## src/design/rfd_pkg.sv

```systemverilog
// Shared constants, types and keyword tables for the reply frame deframer.
`default_nettype none
package rfd_pkg;

  // Frame markers
  localparam logic [7:0] START_MARK = 8'd253;
  localparam logic [7:0] END_MARK   = 8'd254;

  // Minimum text length that is emitted character by character
  localparam logic [7:0] MIN_LISTED = 8'd3;

  // Keyword codes
  localparam int unsigned NUM_KEYS = 6;
  localparam int unsigned KEY_MAX  = 9;
  localparam logic [2:0] KW_NONE      = 3'd0;
  localparam logic [2:0] KW_DONE      = 3'd1;
  localparam logic [2:0] KW_READY     = 3'd2;
  localparam logic [2:0] KW_WRK       = 3'd3;
  localparam logic [2:0] KW_WAIT      = 3'd4;
  localparam logic [2:0] KW_PRN       = 3'd5;
  localparam logic [2:0] KW_SOFTBLOCK = 3'd6;

  // Keyword lengths, in code order
  localparam logic [3:0] KEY_LEN [NUM_KEYS] = '{4'd4, 4'd5, 4'd3, 4'd4, 4'd3, 4'd9};

  // Keyword characters, padded with zeros
  localparam logic [7:0] KEY_CHARS [NUM_KEYS][KEY_MAX] = '{
    '{"D", "O", "N", "E", 8'h00, 8'h00, 8'h00, 8'h00, 8'h00},
    '{"R", "E", "A", "D", "Y", 8'h00, 8'h00, 8'h00, 8'h00},
    '{"W", "R", "K", 8'h00, 8'h00, 8'h00, 8'h00, 8'h00, 8'h00},
    '{"W", "A", "I", "T", 8'h00, 8'h00, 8'h00, 8'h00, 8'h00},
    '{"P", "R", "N", 8'h00, 8'h00, 8'h00, 8'h00, 8'h00, 8'h00},
    '{"S", "O", "F", "T", "B", "L", "O", "C", "K"}
  };

  // Control from the sequencer to the keyword matcher
  typedef struct packed {
    logic clear;
    logic en;
  } kwm_ctrl_t;

endpackage
`default_nettype wire

```

## src/design/rfd_store.sv

```systemverilog
// Frame store: single-port-write, registered-read byte memory.
`default_nettype none
module rfd_store #(
  parameter int DEPTH = 64,
  parameter int AW    = 6
) (
  input  wire logic          clk,
  input  wire logic          we,
  input  wire logic [AW-1:0] waddr,
  input  wire logic [7:0]    wdata,
  input  wire logic          re,
  input  wire logic [AW-1:0] raddr,
  output logic      [7:0]    rdata_r
);

  logic [7:0] mem [DEPTH];

  // Write a byte
  always_ff @(posedge clk) begin
    if (we) begin
      mem[waddr] <= wdata;
    end
  end

  // Read a byte, hold the data while no read is issued
  always_ff @(posedge clk) begin
    if (re) begin
      rdata_r <= mem[raddr];
    end
  end

endmodule
`default_nettype wire

```

## src/design/rfd_kwmatch.sv

```systemverilog
// Incremental keyword matcher: compares text one character at a time.
`default_nettype none
module rfd_kwmatch #(
  parameter int CW = 7
) (
  input  wire logic              clk,
  input  wire rfd_pkg::kwm_ctrl_t ctrl,
  input  wire logic [CW-1:0]     idx,
  input  wire logic [7:0]        char_in,
  input  wire logic [CW-1:0]     text_len,
  output logic      [2:0]        kw
);

  logic [rfd_pkg::NUM_KEYS-1:0] hit_r;
  logic [rfd_pkg::NUM_KEYS-1:0] hit_nxt;

  // Drop a keyword once a character within its length differs
  always_comb begin
    hit_nxt = hit_r;
    if (ctrl.clear) begin
      hit_nxt = '1;
    end else if (ctrl.en) begin
      for (int k = 0; k < rfd_pkg::NUM_KEYS; k++) begin
        if (8'(idx) < 8'(rfd_pkg::KEY_LEN[k])) begin
          if (char_in != rfd_pkg::KEY_CHARS[k][idx[3:0]]) begin
            hit_nxt[k] = 1'b0;
          end
        end
      end
    end
  end

  always_ff @(posedge clk) begin
    hit_r <= hit_nxt;
  end

  // Pick the first keyword whose length equals the text length
  always_comb begin
    kw = rfd_pkg::KW_NONE;
    for (int k = rfd_pkg::NUM_KEYS - 1; k >= 0; k--) begin
      if (hit_r[k] && (8'(text_len) == 8'(rfd_pkg::KEY_LEN[k]))) begin
        kw = 3'(k + 1);
      end
    end
  end

endmodule
`default_nettype wire

```

## src/design/reply_frame_deframer_core.sv

```systemverilog
// Top level of the reply frame deframer: byte intake, frame scan and text emission.
// Takes one word per cycle while idle; a data byte or a send event keeps it idle. The
// end marker of a frame starts a scan of the frame store (a read state and a check state per
// text character, as the store read is registered), a keyword decision state, then
// emission through a read state and a load state per character (or one empty result), after
// which words are taken again, so a frame holds the input for its whole scan and emission plus
// any output stall. The result register lets the next input word be taken while the last
// result still waits. The CRC bytes are skipped and not checked; the CRC setting is
// sampled when the end marker arrives.
`default_nettype none
module reply_frame_deframer_core #(
  parameter int FRAME_BYTES = 64
) (
  input  wire logic        clk,
  input  wire logic        rst_n,
  // input words
  input  wire logic        in_tvalid,
  output logic             in_tready,
  input  wire logic [7:0]  in_tdata,   // [7:0] data_byte
  input  wire logic [1:0]  in_tuser,   // [0] opcode, [1] first_in_read
  // result words
  output logic             out_tvalid,
  input  wire logic        out_tready,
  output logic      [23:0] out_tdata,  // [7:0] text_char, [10:8] keyword,
                                       // [16:11] status_flags, [17] command_listed
  output logic             out_tuser,  // [0] text_valid
  output logic             out_tlast,  // last_of_frame
  // configuration
  input  wire logic        cfg_valid,
  output logic             cfg_ready,
  input  wire logic        cfg_data    // crc_enabled
);

  localparam int AW = $clog2(FRAME_BYTES);
  localparam int CW = $clog2(FRAME_BYTES + 1);
  localparam logic [7:0] LEN_MAX = 8'(FRAME_BYTES - 2);

  typedef enum logic [2:0] {
    S_IDLE, S_SRD, S_SCHK, S_KW, S_ERD, S_ELOAD, S_EMPTY
  } state_t;

  state_t state_r, state_nxt;

  logic          crc_r;
  logic [CW-1:0] cnt_r, cnt_nxt;
  logic [7:0]    prev_r, prev_nxt;
  logic          parse_r, parse_nxt;
  logic          aep_r, aep_nxt;
  logic          skip_r, skip_nxt;
  logic [5:0]    sticky_r, sticky_nxt;
  logic [CW-1:0] len_r, len_nxt;
  logic [CW-1:0] fill_r, fill_nxt;
  logic [CW-1:0] n_r, n_nxt;
  logic [CW-1:0] i_r, i_nxt;
  logic [2:0]    kw_r, kw_nxt;

  logic          out_valid_r, out_valid_nxt;
  logic [7:0]    out_char_r, out_char_nxt;
  logic          out_tv_r, out_tv_nxt;
  logic          out_last_r, out_last_nxt;
  logic [2:0]    out_kw_r, out_kw_nxt;
  logic [5:0]    out_status_r, out_status_nxt;
  logic          out_listed_r, out_listed_nxt;

  logic          we;
  logic [AW-1:0] waddr;
  logic          re;
  logic [AW-1:0] raddr;
  logic [7:0]    rdata;

  rfd_pkg::kwm_ctrl_t kwm_ctrl;
  logic [2:0]         kw_match;

  logic          in_acc;
  logic          op;
  logic          first;
  logic [7:0]    b;
  logic          out_free;

  // Per-word working values
  logic          pe_w, aep_w, skip_w;
  logic [CW-1:0] cnt_w;
  logic [7:0]    prev_w;
  logic [7:0]    len_byte;
  logic [7:0]    len_raw;
  logic [CW-1:0] cnt_inc;

  assign in_tready = (state_r == S_IDLE);
  assign in_acc    = in_tvalid && in_tready;
  assign op        = in_tuser[0];
  assign first     = in_tuser[1];
  assign b         = in_tdata;
  assign out_free  = !out_valid_r || out_tready;
  assign cfg_ready = 1'b1;

  rfd_store #(.DEPTH(FRAME_BYTES), .AW(AW)) u_store (
    .clk     (clk),
    .we      (we),
    .waddr   (waddr),
    .wdata   (b),
    .re      (re),
    .raddr   (raddr),
    .rdata_r (rdata)
  );

  rfd_kwmatch #(.CW(CW)) u_kwmatch (
    .clk      (clk),
    .ctrl     (kwm_ctrl),
    .idx      (n_r),
    .char_in  (rdata),
    .text_len (n_r),
    .kw       (kw_match)
  );

  // Sequence intake, scan and emission
  always_comb begin
    state_nxt      = state_r;
    cnt_nxt        = cnt_r;
    prev_nxt       = prev_r;
    parse_nxt      = parse_r;
    aep_nxt        = aep_r;
    skip_nxt       = skip_r;
    sticky_nxt     = sticky_r;
    len_nxt        = len_r;
    fill_nxt       = fill_r;
    n_nxt          = n_r;
    i_nxt          = i_r;
    kw_nxt         = kw_r;
    out_valid_nxt  = out_valid_r && !out_tready;
    out_char_nxt   = out_char_r;
    out_tv_nxt     = out_tv_r;
    out_last_nxt   = out_last_r;
    out_kw_nxt     = out_kw_r;
    out_status_nxt = out_status_r;
    out_listed_nxt = out_listed_r;
    we             = 1'b0;
    waddr          = cnt_r[AW-1:0];
    re             = 1'b0;
    raddr          = AW'(n_r + 1'b1);
    kwm_ctrl       = '{clear: 1'b0, en: 1'b0};

    pe_w     = first ? (b == rfd_pkg::START_MARK) : parse_r;
    cnt_w    = first ? '0 : cnt_r;
    prev_w   = first ? '0 : prev_r;
    aep_w    = first ? 1'b0 : aep_r;
    skip_w   = first ? 1'b0 : skip_r;
    len_byte = (cnt_w != '0) ? prev_w : 8'd0;
    len_raw  = (len_byte != 8'd0) ? (len_byte - 8'd1) : 8'd0;
    cnt_inc  = (cnt_w < CW'(FRAME_BYTES)) ? (cnt_w + 1'b1) : cnt_w;

    case (state_r)
      S_IDLE: begin
        if (in_acc) begin
          if (op) begin
            // Send event: clear the status flags only
            sticky_nxt = '0;
          end else begin
            parse_nxt = pe_w;
            cnt_nxt   = cnt_w;
            prev_nxt  = prev_w;
            aep_nxt   = aep_w;
            skip_nxt  = skip_w;
            if (pe_w) begin
              if (skip_w) begin
                skip_nxt = 1'b0;
              end else if (aep_w && (b != rfd_pkg::START_MARK)) begin
                aep_nxt  = 1'b0;
                skip_nxt = 1'b1;
              end else begin
                // Store the byte while there is room
                aep_nxt  = 1'b0;
                we       = (cnt_w < CW'(FRAME_BYTES));
                waddr    = cnt_w[AW-1:0];
                cnt_nxt  = cnt_inc;
                prev_nxt = b;
                if (b == rfd_pkg::END_MARK) begin
                  len_nxt   = (len_raw > LEN_MAX) ? CW'(LEN_MAX) : CW'(len_raw);
                  fill_nxt  = cnt_inc;
                  n_nxt     = '0;
                  kwm_ctrl  = '{clear: 1'b1, en: 1'b0};
                  cnt_nxt   = '0;
                  prev_nxt  = '0;
                  aep_nxt   = crc_r;
                  state_nxt = S_SRD;
                end
              end
            end
          end
        end
      end
      S_SRD: begin
        // Read the next text character, or stop at the length or the fill
        if ((n_r < len_r) && ((n_r + 1'b1) < fill_r)) begin
          re        = 1'b1;
          state_nxt = S_SCHK;
        end else begin
          state_nxt = S_KW;
        end
      end
      S_SCHK: begin
        if (rdata == 8'd0) begin
          state_nxt = S_KW;
        end else begin
          kwm_ctrl  = '{clear: 1'b0, en: 1'b1};
          n_nxt     = n_r + 1'b1;
          state_nxt = S_SRD;
        end
      end
      S_KW: begin
        // Decide the keyword and update the flags
        kw_nxt = kw_match;
        if (kw_match != rfd_pkg::KW_NONE) begin
          sticky_nxt = sticky_r | (6'd1 << (kw_match - 3'd1));
        end
        i_nxt = '0;
        if (8'(n_r) >= rfd_pkg::MIN_LISTED) begin
          state_nxt = S_ERD;
        end else begin
          state_nxt = S_EMPTY;
        end
      end
      S_EMPTY: begin
        if (out_free) begin
          out_valid_nxt  = 1'b1;
          out_char_nxt   = 8'd0;
          out_tv_nxt     = 1'b0;
          out_last_nxt   = 1'b1;
          out_kw_nxt     = kw_r;
          out_status_nxt = sticky_r;
          out_listed_nxt = 1'b0;
          state_nxt      = S_IDLE;
        end
      end
      S_ERD: begin
        re        = 1'b1;
        raddr     = AW'(i_r + 1'b1);
        state_nxt = S_ELOAD;
      end
      S_ELOAD: begin
        // Load one character into the result register
        if (out_free) begin
          out_valid_nxt  = 1'b1;
          out_char_nxt   = rdata;
          out_tv_nxt     = 1'b1;
          out_last_nxt   = ((i_r + 1'b1) == n_r);
          out_kw_nxt     = kw_r;
          out_status_nxt = sticky_r;
          out_listed_nxt = 1'b1;
          i_nxt          = i_r + 1'b1;
          state_nxt      = ((i_r + 1'b1) == n_r) ? S_IDLE : S_ERD;
        end
      end
      default: begin
        state_nxt = S_IDLE;
      end
    endcase
  end

  // Hold state and registered outputs
  always_ff @(posedge clk) begin
    if (!rst_n) begin
      state_r     <= S_IDLE;
      crc_r       <= 1'b0;
      cnt_r       <= '0;
      prev_r      <= '0;
      parse_r     <= 1'b0;
      aep_r       <= 1'b0;
      skip_r      <= 1'b0;
      sticky_r    <= '0;
      out_valid_r <= 1'b0;
    end else begin
      state_r     <= state_nxt;
      if (cfg_valid && cfg_ready) begin
        crc_r <= cfg_data;
      end
      cnt_r       <= cnt_nxt;
      prev_r      <= prev_nxt;
      parse_r     <= parse_nxt;
      aep_r       <= aep_nxt;
      skip_r      <= skip_nxt;
      sticky_r    <= sticky_nxt;
      out_valid_r <= out_valid_nxt;
    end
  end

  // Advance the payload registers
  always_ff @(posedge clk) begin
    len_r        <= len_nxt;
    fill_r       <= fill_nxt;
    n_r          <= n_nxt;
    i_r          <= i_nxt;
    kw_r         <= kw_nxt;
    out_char_r   <= out_char_nxt;
    out_tv_r     <= out_tv_nxt;
    out_last_r   <= out_last_nxt;
    out_kw_r     <= out_kw_nxt;
    out_status_r <= out_status_nxt;
    out_listed_r <= out_listed_nxt;
  end

  assign out_tvalid = out_valid_r;
  assign out_tdata  = {6'd0, out_listed_r, out_status_r, out_kw_r, out_char_r};
  assign out_tuser  = out_tv_r;
  assign out_tlast  = out_last_r;

endmodule
`default_nettype wire
```

## config.mk

```make
export PLATFORM = sky130hd
export DESIGN_NAME = reply_frame_deframer_core
export DESIGN_NICKNAME = d
export VERILOG_FILES = /design/src/design/rfd_pkg.sv /design/src/design/rfd_store.sv /design/src/design/rfd_kwmatch.sv /design/src/design/reply_frame_deframer_core.sv
export SDC_FILE = /design/constraint.sdc
export NUM_CORES = 1
export LEC_CHECK = 0
export BUFFER_PORTS_ARGS = -buffer_cell sky130_fd_sc_hd__buf_2
export CORE_ASPECT_RATIO = 0.6
export CORE_MARGIN = 4
export CORE_UTILIZATION = 43
export CTS_CLUSTER_DIAMETER = 150
export CTS_CLUSTER_SIZE = 12
export DETAILED_ROUTE_END_ITERATION = 8
export PLACE_DENSITY = 0.55
export SKIP_LAST_GASP = 1
export SYNTH_ARGS = -nofsm -noshare
export SYNTH_HDL_FRONTEND = slang
export SYNTH_SLANG_ARGS = --single-unit
```

## constraint.sdc

```tcl
create_clock -name clk -period 9.3 [get_ports clk]
set_clock_uncertainty 0.05 [all_clocks]
set_input_delay 1.86 -clock clk [delete_from_list [all_inputs] [get_ports clk]]
set_output_delay 1.86 -clock clk [all_outputs]
set_load 0.1 [all_outputs]
```

==> results.ini, run 1 <==
[logic_synthesis]
yosysSeqAreaShare_pct = 68.7
ys.flop_type = edfxtp_1
synth_compound_area_share_pct = 6.62
synth_top_family_by_area = multiplexers
synth.area.mux_share_pct = 10.4
synth-xor-area-share_pct = 1.15
async_reset_ff_share_pct = 0
synth_most_common_cell = edfxtp_1
ys_types = 64
syn_inst = 1824
ys_seq_elements = 605
synth_common_cells = edfxtp_1, mux2i_1, nand3_1
yosysTopAreaCellShare_pct = 66.0
synth_enable_flop_cells = 570
synthAdderAreaFrac_pct = 1.40
yosys.area_share.simple_pct = 9.36
ys.warnings.count = 0
synthesis.area_mm2 = 0.0260
synth.avg_cell_area_um2 = 14.2
yosys.area.top_type = edfxtp_1
synth_area_leaders = edfxtp_1, mux2i_1, nand3_1

[setup_path]
path_buf_inv = 1
cp_cell_sequence = buf_2 > and4_1 > nand4b_1 > nand2_1 > nor3b_2 > nand4b_1 > nor2_1
cp-end-kind = flop
critPathLaunch = in_tdata[4]
reg2reg_slack_ns = 4.26
max_stage_delay_ns = 0.97
crit_family = simple AND/OR/NAND/NOR gates
cp.arrival_ns = 5.32
crit_top_cell = nand4b_1
worstSetupPathType = primary input to flop
cp_slowest_cell = nor2_1
r2r_cells = 10
r2r_start = state_r[2]
crit_fanout = 22
cp_data_required_time_ns = 9.47
timing.rr.end = u_store.rdata_r[0]
worst_setup_path_start_kind = primary input

[die]
die_width_um = 325
core_mm2 = 0.0595
fp-row-count = 69
die_h_um = 198
dieArea_mm2 = 0.0645
io_pins = 45
initial_core_util_pct = 43.6

[sta]
maxSlewHeadroom_pct = 17.8
rsz0062_at_grt = false
tightest_slew_ns = 1.23
fin_crit_sh_pct = 55.3
setup_tns_ns = 0
hold_viol_final = 0
setup_viol = 0
fin_crit_ns = 5.14
slew_viol_final = 0
timing.fmax_ghz = 0.194
hold_ws_ns = 0.391

[clock_tree]
cts_tree = built
cts_sinks = 605
htree_levels = 2
cts_inserted_buffers = 56
cts_root_buf = clkbuf_16
insertion_delay_ns = 0.61
ctsHoldBuffers = 0
post_cts_buffers = 0
cts_resized = 0
clk_path_buf_depth = 3
clk_pin_slew_worst_paths_ns = 0.06

[drt]
routed_wirelength_mm = 72.7
viasPerCell = 6.02
drc = 0
antenna_left = 0
first_pass_iters = 5
vias = 16000
drtIter0Drc = 1957
wire_per_inst_um = 27.5

[pwr]
power.switching_mw = 1.05
p_clk_share_pct = 40.4
seq_power_share_pct = 57.8
powerDensity_mw_per_mm2 = 181
p_comb_share_pct = 1.8
max-vdd-ir-drop_v = 0.000164
leakage_nw = 10.4
p_int_mw = 4.10
switching_share_pct = 20.4

[global_routing]
grt_max_degree = 131
grt_pass1_vias = 14800
track_usage_pct = 22.2
grt_first_pass_wirelength_mm = 105
grt_overflow = 0
antenna_found_initial = 2

[min_path]
hold_depth = 0
min-delay-start = sticky_r[4]
hold_end = out_status_r[4]
hold_path_class = flop to flop

[final_layout]
layout.nets = 1888
drive_gt1_share_pct = 7.66
syn_to_final_growth_pct = 9.59

[run]
drv_cap = 0

[placed_design]
gp_congestion = 0.867
hpwl_mm = 47.8
port_buffers = 37

[run_status]
status = complete, no violations

-- layer usage --
metal  vias up  GRT usage [%]  wire (um)
met2       810           26.6      26100
li1       7033              -          -
met4         2           3.59       1030
met1      8018           37.9      37100
met3        91           7.07       8410
met5         -              0          9
-- cell families after synthesis --
| logic type | after synthesis |
|---|---|
| AOI/OAI and AO/OA | 260 |
| xor gates and xnor gates | 34 |
| adders and majority gates | 29 |
| buffers and inverters | 144 |
| DFF | 605 |
| muxes | 268 |
| other | 2 |
| and+or+nand+nor | 482 |
-- power groups by stage --
stage | Combinational (mW) | Clock [mW] | Sequential [mW]
after global placement | 0.0910 | 0 | 3.03
after detailed placement | 0.0918 | 0 | 3.03
after floorplan | 0.0302 | 0 | 3.03
after CTS | 0.0913 | 2.12 | 2.98
final | 0.0905 | 2.08 | 2.98
after global routing | 0.0968 | 2.23 | 2.97
-- layout by cell type (no fill, tap or decap), drive strengths merged, types with 3 or more instances in the layout --
| master | n |
|---|---|
| a22oi | 80 |
| xor2 | 16 |
| clkbuf | 78 |
| mux2 | 3 |
| o22ai | 3 |
| nor2 | 137 |
| nor4 | 3 |
| nand3b | 8 |
| nand4b | 6 |
| nand3 | 179 |
| a31oi | 40 |
| o31ai | 3 |
| o211ai | 3 |
| nor2b | 28 |
| or3 | 5 |
| conb | 8 |
| and3 | 12 |
| edfxtp | 570 |
| and2 | 7 |
| nor3b | 4 |
| dfxtp | 35 |
| buf | 65 |
| and4 | 10 |
| nand4 | 9 |
| inv | 37 |
| o21ai | 24 |
| a211oi | 6 |
| mux2i | 265 |
| a21o | 10 |
| nand2 | 40 |
| xnor2 | 18 |
| o21a | 4 |
| a221oi | 3 |
| nand2b | 11 |
| ha | 29 |
| a21boi | 5 |
| o41ai | 3 |
| a21oi | 63 |
| nor3 | 14 |
-- stage by stage --
stage               power, mW  cell area, um^2  instances  utilization [%]  worst slack, ns
floorplan                3.06            26000       1830                -             4.68
global placement         3.13            26900       2566             45.2             3.55
detailed placement       3.13            26900       2566             45.2             3.58
CTS                      5.18            28400       2647             47.8             4.21
global route             5.31            28400       2647             47.8             3.97
finish                   5.15            28400       2648             47.8             4.16
-- flip-flops by register name, indices dropped and copies added (netlist names), 7 cells and up --
signal           count
out_char_r           8
prev_r               8
i_r                  7
fill_r               7
cnt_r                7
u_store.mem        512
u_store.rdata_r      8
len_r                7
n_r                  7
-- cell type report --
class | instances | area, um^2
Timing Repair Buffer | 65 | 408
Sequential cell | 605 | 17800
Tap cell | 781 | 977
Fill cell | 5086 | 31000
Clock inverter | 3 | 26.3
Multi-Input combinational cell | 1081 | 7580
Antenna cell | 1 | 2.50
Inverter | 34 | 128
Clock buffer | 78 | 1510
-- worst max-delay path by stage --
stage	to	slack (ns)	depth (start not counted)
final	u_store.mem[14][7]	4.16	7
after global routing	u_store.mem[14][5]	3.97	7
after CTS	u_store.mem[14][1]	4.21	7
after detailed placement	u_store.mem[14][6]	3.58	7
after global placement	u_store.mem[14][5]	3.55	7
after floorplan	len_r[3]	4.68	13
Power figures use the tool's default switching activity.
==> inputs of run 2 (changes only) <==
PLACE_DENSITY = 0.57   (was 0.55)
clock period = 4.2 ns   (was 9.3 ns; I/O delays follow)
==> run 2 against run 1 <==
Effect of this change:
- sequential cell count is the same
- sequential share of layout area fell by 1.8 points
- worst hold slack got worse by 0.021 ns
- non-clock buffer count grew 100
- cell count grew 3.8%
- critical path depth is 2 higher
- wire length down 3.8%
- worst setup slack lost 4.0 ns
- design area increased by 2.9%
- critical path type is now flop to flop
- largest cell class unchanged
- largest power group unchanged
==> results.ini, run 2 (synthesis results as in run 1) <==
[run_status]
status = complete, no violations  ; unchanged

[setup_path]
critPathLaunch = n_r[1]  ; was in_tdata[4]
cp-end-kind = flop  ; unchanged
cp_data_required_time_ns = 4.52  ; was 9.47 ns
cp.arrival_ns = 4.33  ; was 5.32 ns
crit_fanout = 33  ; was 22
worst_setup_path_start_kind = flop  ; was primary input
reg2reg_slack_ns = 0.19  ; was 4.26 ns
r2r_start = n_r[1]  ; was state_r[2]
worstSetupPathType = flop to flop  ; was primary input to flop

[pwr]
leakage_nw = 10.9  ; was 10.4 nW
powerDensity_mw_per_mm2 = 389  ; was 181 mW/mm^2
max-vdd-ir-drop_v = 0.000267  ; was 0.000164 V

[min_path]
hold_path_class = flop to flop  ; unchanged
min-delay-start = kw_r[0]  ; was sticky_r[4]

[die]
io_pins = 45  ; unchanged
die_h_um = 198  ; unchanged
core_mm2 = 0.0595  ; unchanged
die_width_um = 325  ; unchanged
dieArea_mm2 = 0.0645  ; unchanged
fp-row-count = 69  ; unchanged
initial_core_util_pct = 43.6  ; unchanged

[final_layout]
nFillCells = 5093  ; was 5086
layout_common_cells = edfxtp_1, mux2i_1, nand3_1, nor2_1, buf_4  ; was edfxtp_1, mux2i_1, nand3_1, nor2_1, a22oi_1
layout.nets = 1988  ; was 1888
layout_commonest_cell = edfxtp_1  ; unchanged
largest_register = u_store.mem  ; unchanged
postLayoutCellArea_mm2 = 0.0293  ; was 0.0284 mm^2
multi_input_area_mm2 = 0.00757  ; was 0.00758 mm^2
drive_gt1_share_pct = 12.3  ; was 7.66%
largest_reg_flops = 512  ; unchanged
syn_to_final_growth_pct = 12.8  ; was 9.59%
seq_area_mm2 = 0.0178  ; unchanged

[global_routing]
track_usage_pct = 21.5  ; was 22.2%
grt_pass1_vias = 15400  ; was 14800
grt_overflow = 0  ; unchanged
grt_max_degree = 87  ; was 131
antenna_found_initial = 7  ; was 2
grt_first_pass_wirelength_mm = 103  ; was 105 mm

[clock_tree]
clk_path_buf_depth = 3  ; unchanged
ctsHoldBuffers = 0  ; unchanged
cts_sinks = 605  ; unchanged
cts_root_buf = clkbuf_16  ; unchanged
cts_resized = 0  ; unchanged
cts_tree = built  ; unchanged
insertion_delay_ns = 0.62  ; was 0.61 ns
htree_levels = 2  ; unchanged
cts_inserted_buffers = 56  ; unchanged
clk_pin_slew_worst_paths_ns = 0.06  ; about the same

[sta]
maxSlewHeadroom_pct = 31.6  ; was 17.8%
rsz0062_at_grt = false  ; unchanged
layout_setup_ws_ns = 0.189  ; was 4.16 ns
setup_tns_ns = 0  ; unchanged
fin_crit_ns = 4.01
hold_viol_final = 0  ; unchanged
fin_crit_sh_pct = 95.5
setup_viol = 0  ; unchanged
slew_viol_final = 0  ; unchanged
timing.fmax_ghz = 0.249
tightest_slew_ns = 1.02  ; was 1.23 ns

[drt]
wire_per_inst_um = 25.5  ; was 27.5 um
routed_wirelength_mm = 70.0  ; was 72.7 mm
antenna_left = 0  ; unchanged
viasPerCell = 5.81  ; was 6.02
first_pass_iters = 7  ; was 5
drc = 0  ; unchanged
vias = 16000  ; about the same
drtIter0Drc = 1952  ; was 1957

[placed_design]
pre_cts_ws_ns = 0.184  ; was 3.58 ns
place_area_mm2 = 0.0277  ; was 0.0269 mm^2
port_buffers = 37  ; unchanged
hpwl_mm = 46.2  ; was 47.8 mm
gp_congestion = 0.876  ; was 0.867

[run]
drv_cap = 0  ; unchanged

==> run 2: per-layer routing <==
layer	up-vias	global-route usage, %	wire length [um]	part of all wire (%)
met4	2	3.45	799	1.1
met2	616	28.7	27500	39
met1	8069	34.2	34500	49
li1	7227	-	-	-
met3	68	6.62	6980	10
met5	-	1.52	145	0.21
==> run 2: final cells by class <==
class / count / area share (%)
clock buffers: 78 / 5.07
well taps: 781 / 3.34
flip-flops and latches: 605 / 60.9
clock inverters: 4 / 0.184
inverters: 34 / 0.436
multi-input cells: 1081 / 25.9
repair buffers: 165 / 4.22
diodes: 1 / 0.00855
==> run 2: metrics by stage <==
step                      power (mW)  util [%]  instances  hold slack (ns)
after global placement          6.92      46.6       2661            0.356
after global routing            11.7      49.2       2749            0.378
after CTS                       11.5      49.1       2743            0.370
after floorplan                 6.78         -       1830            0.350
final                           11.4      49.2       2749            0.370
after detailed placement        6.92      46.6       2661            0.355
==> run 2: worst paths after layout <==
check,depth (start not counted),end
max reg2reg,9,u_store.rdata_r[3]
min,0,out_kw_r[0]
max,9,u_store.rdata_r[3]
min reg2reg,0,out_kw_r[0]
==> run 2: power breakdown <==
part           leakage (nW)  switching [mW]  internal [mW]
clock                 0.742            2.15           2.44
combinational          4.68           0.171         0.0280
sequential             5.44         0.00601           6.59
total                  10.9            2.33           9.05
==> run 2: what timing repair did <==
item / 4_1_cts / 5_1_grt
setup endpoints to repair: 0 / 8
hold endpoints to repair: 0 / 0
setup buffers: 0 / 5
==> run 2: worst max-delay path, stage by stage (launching register included) <==
cell      delay [ns]
edfxtp_1        0.63
inv_1           0.25
ha_1            0.75
mux2_2          0.33
buf_4           0.40
buf_4           0.44
nand3_1         0.12
a31oi_1         0.35
a21oi_1         0.17
and4_1          0.23
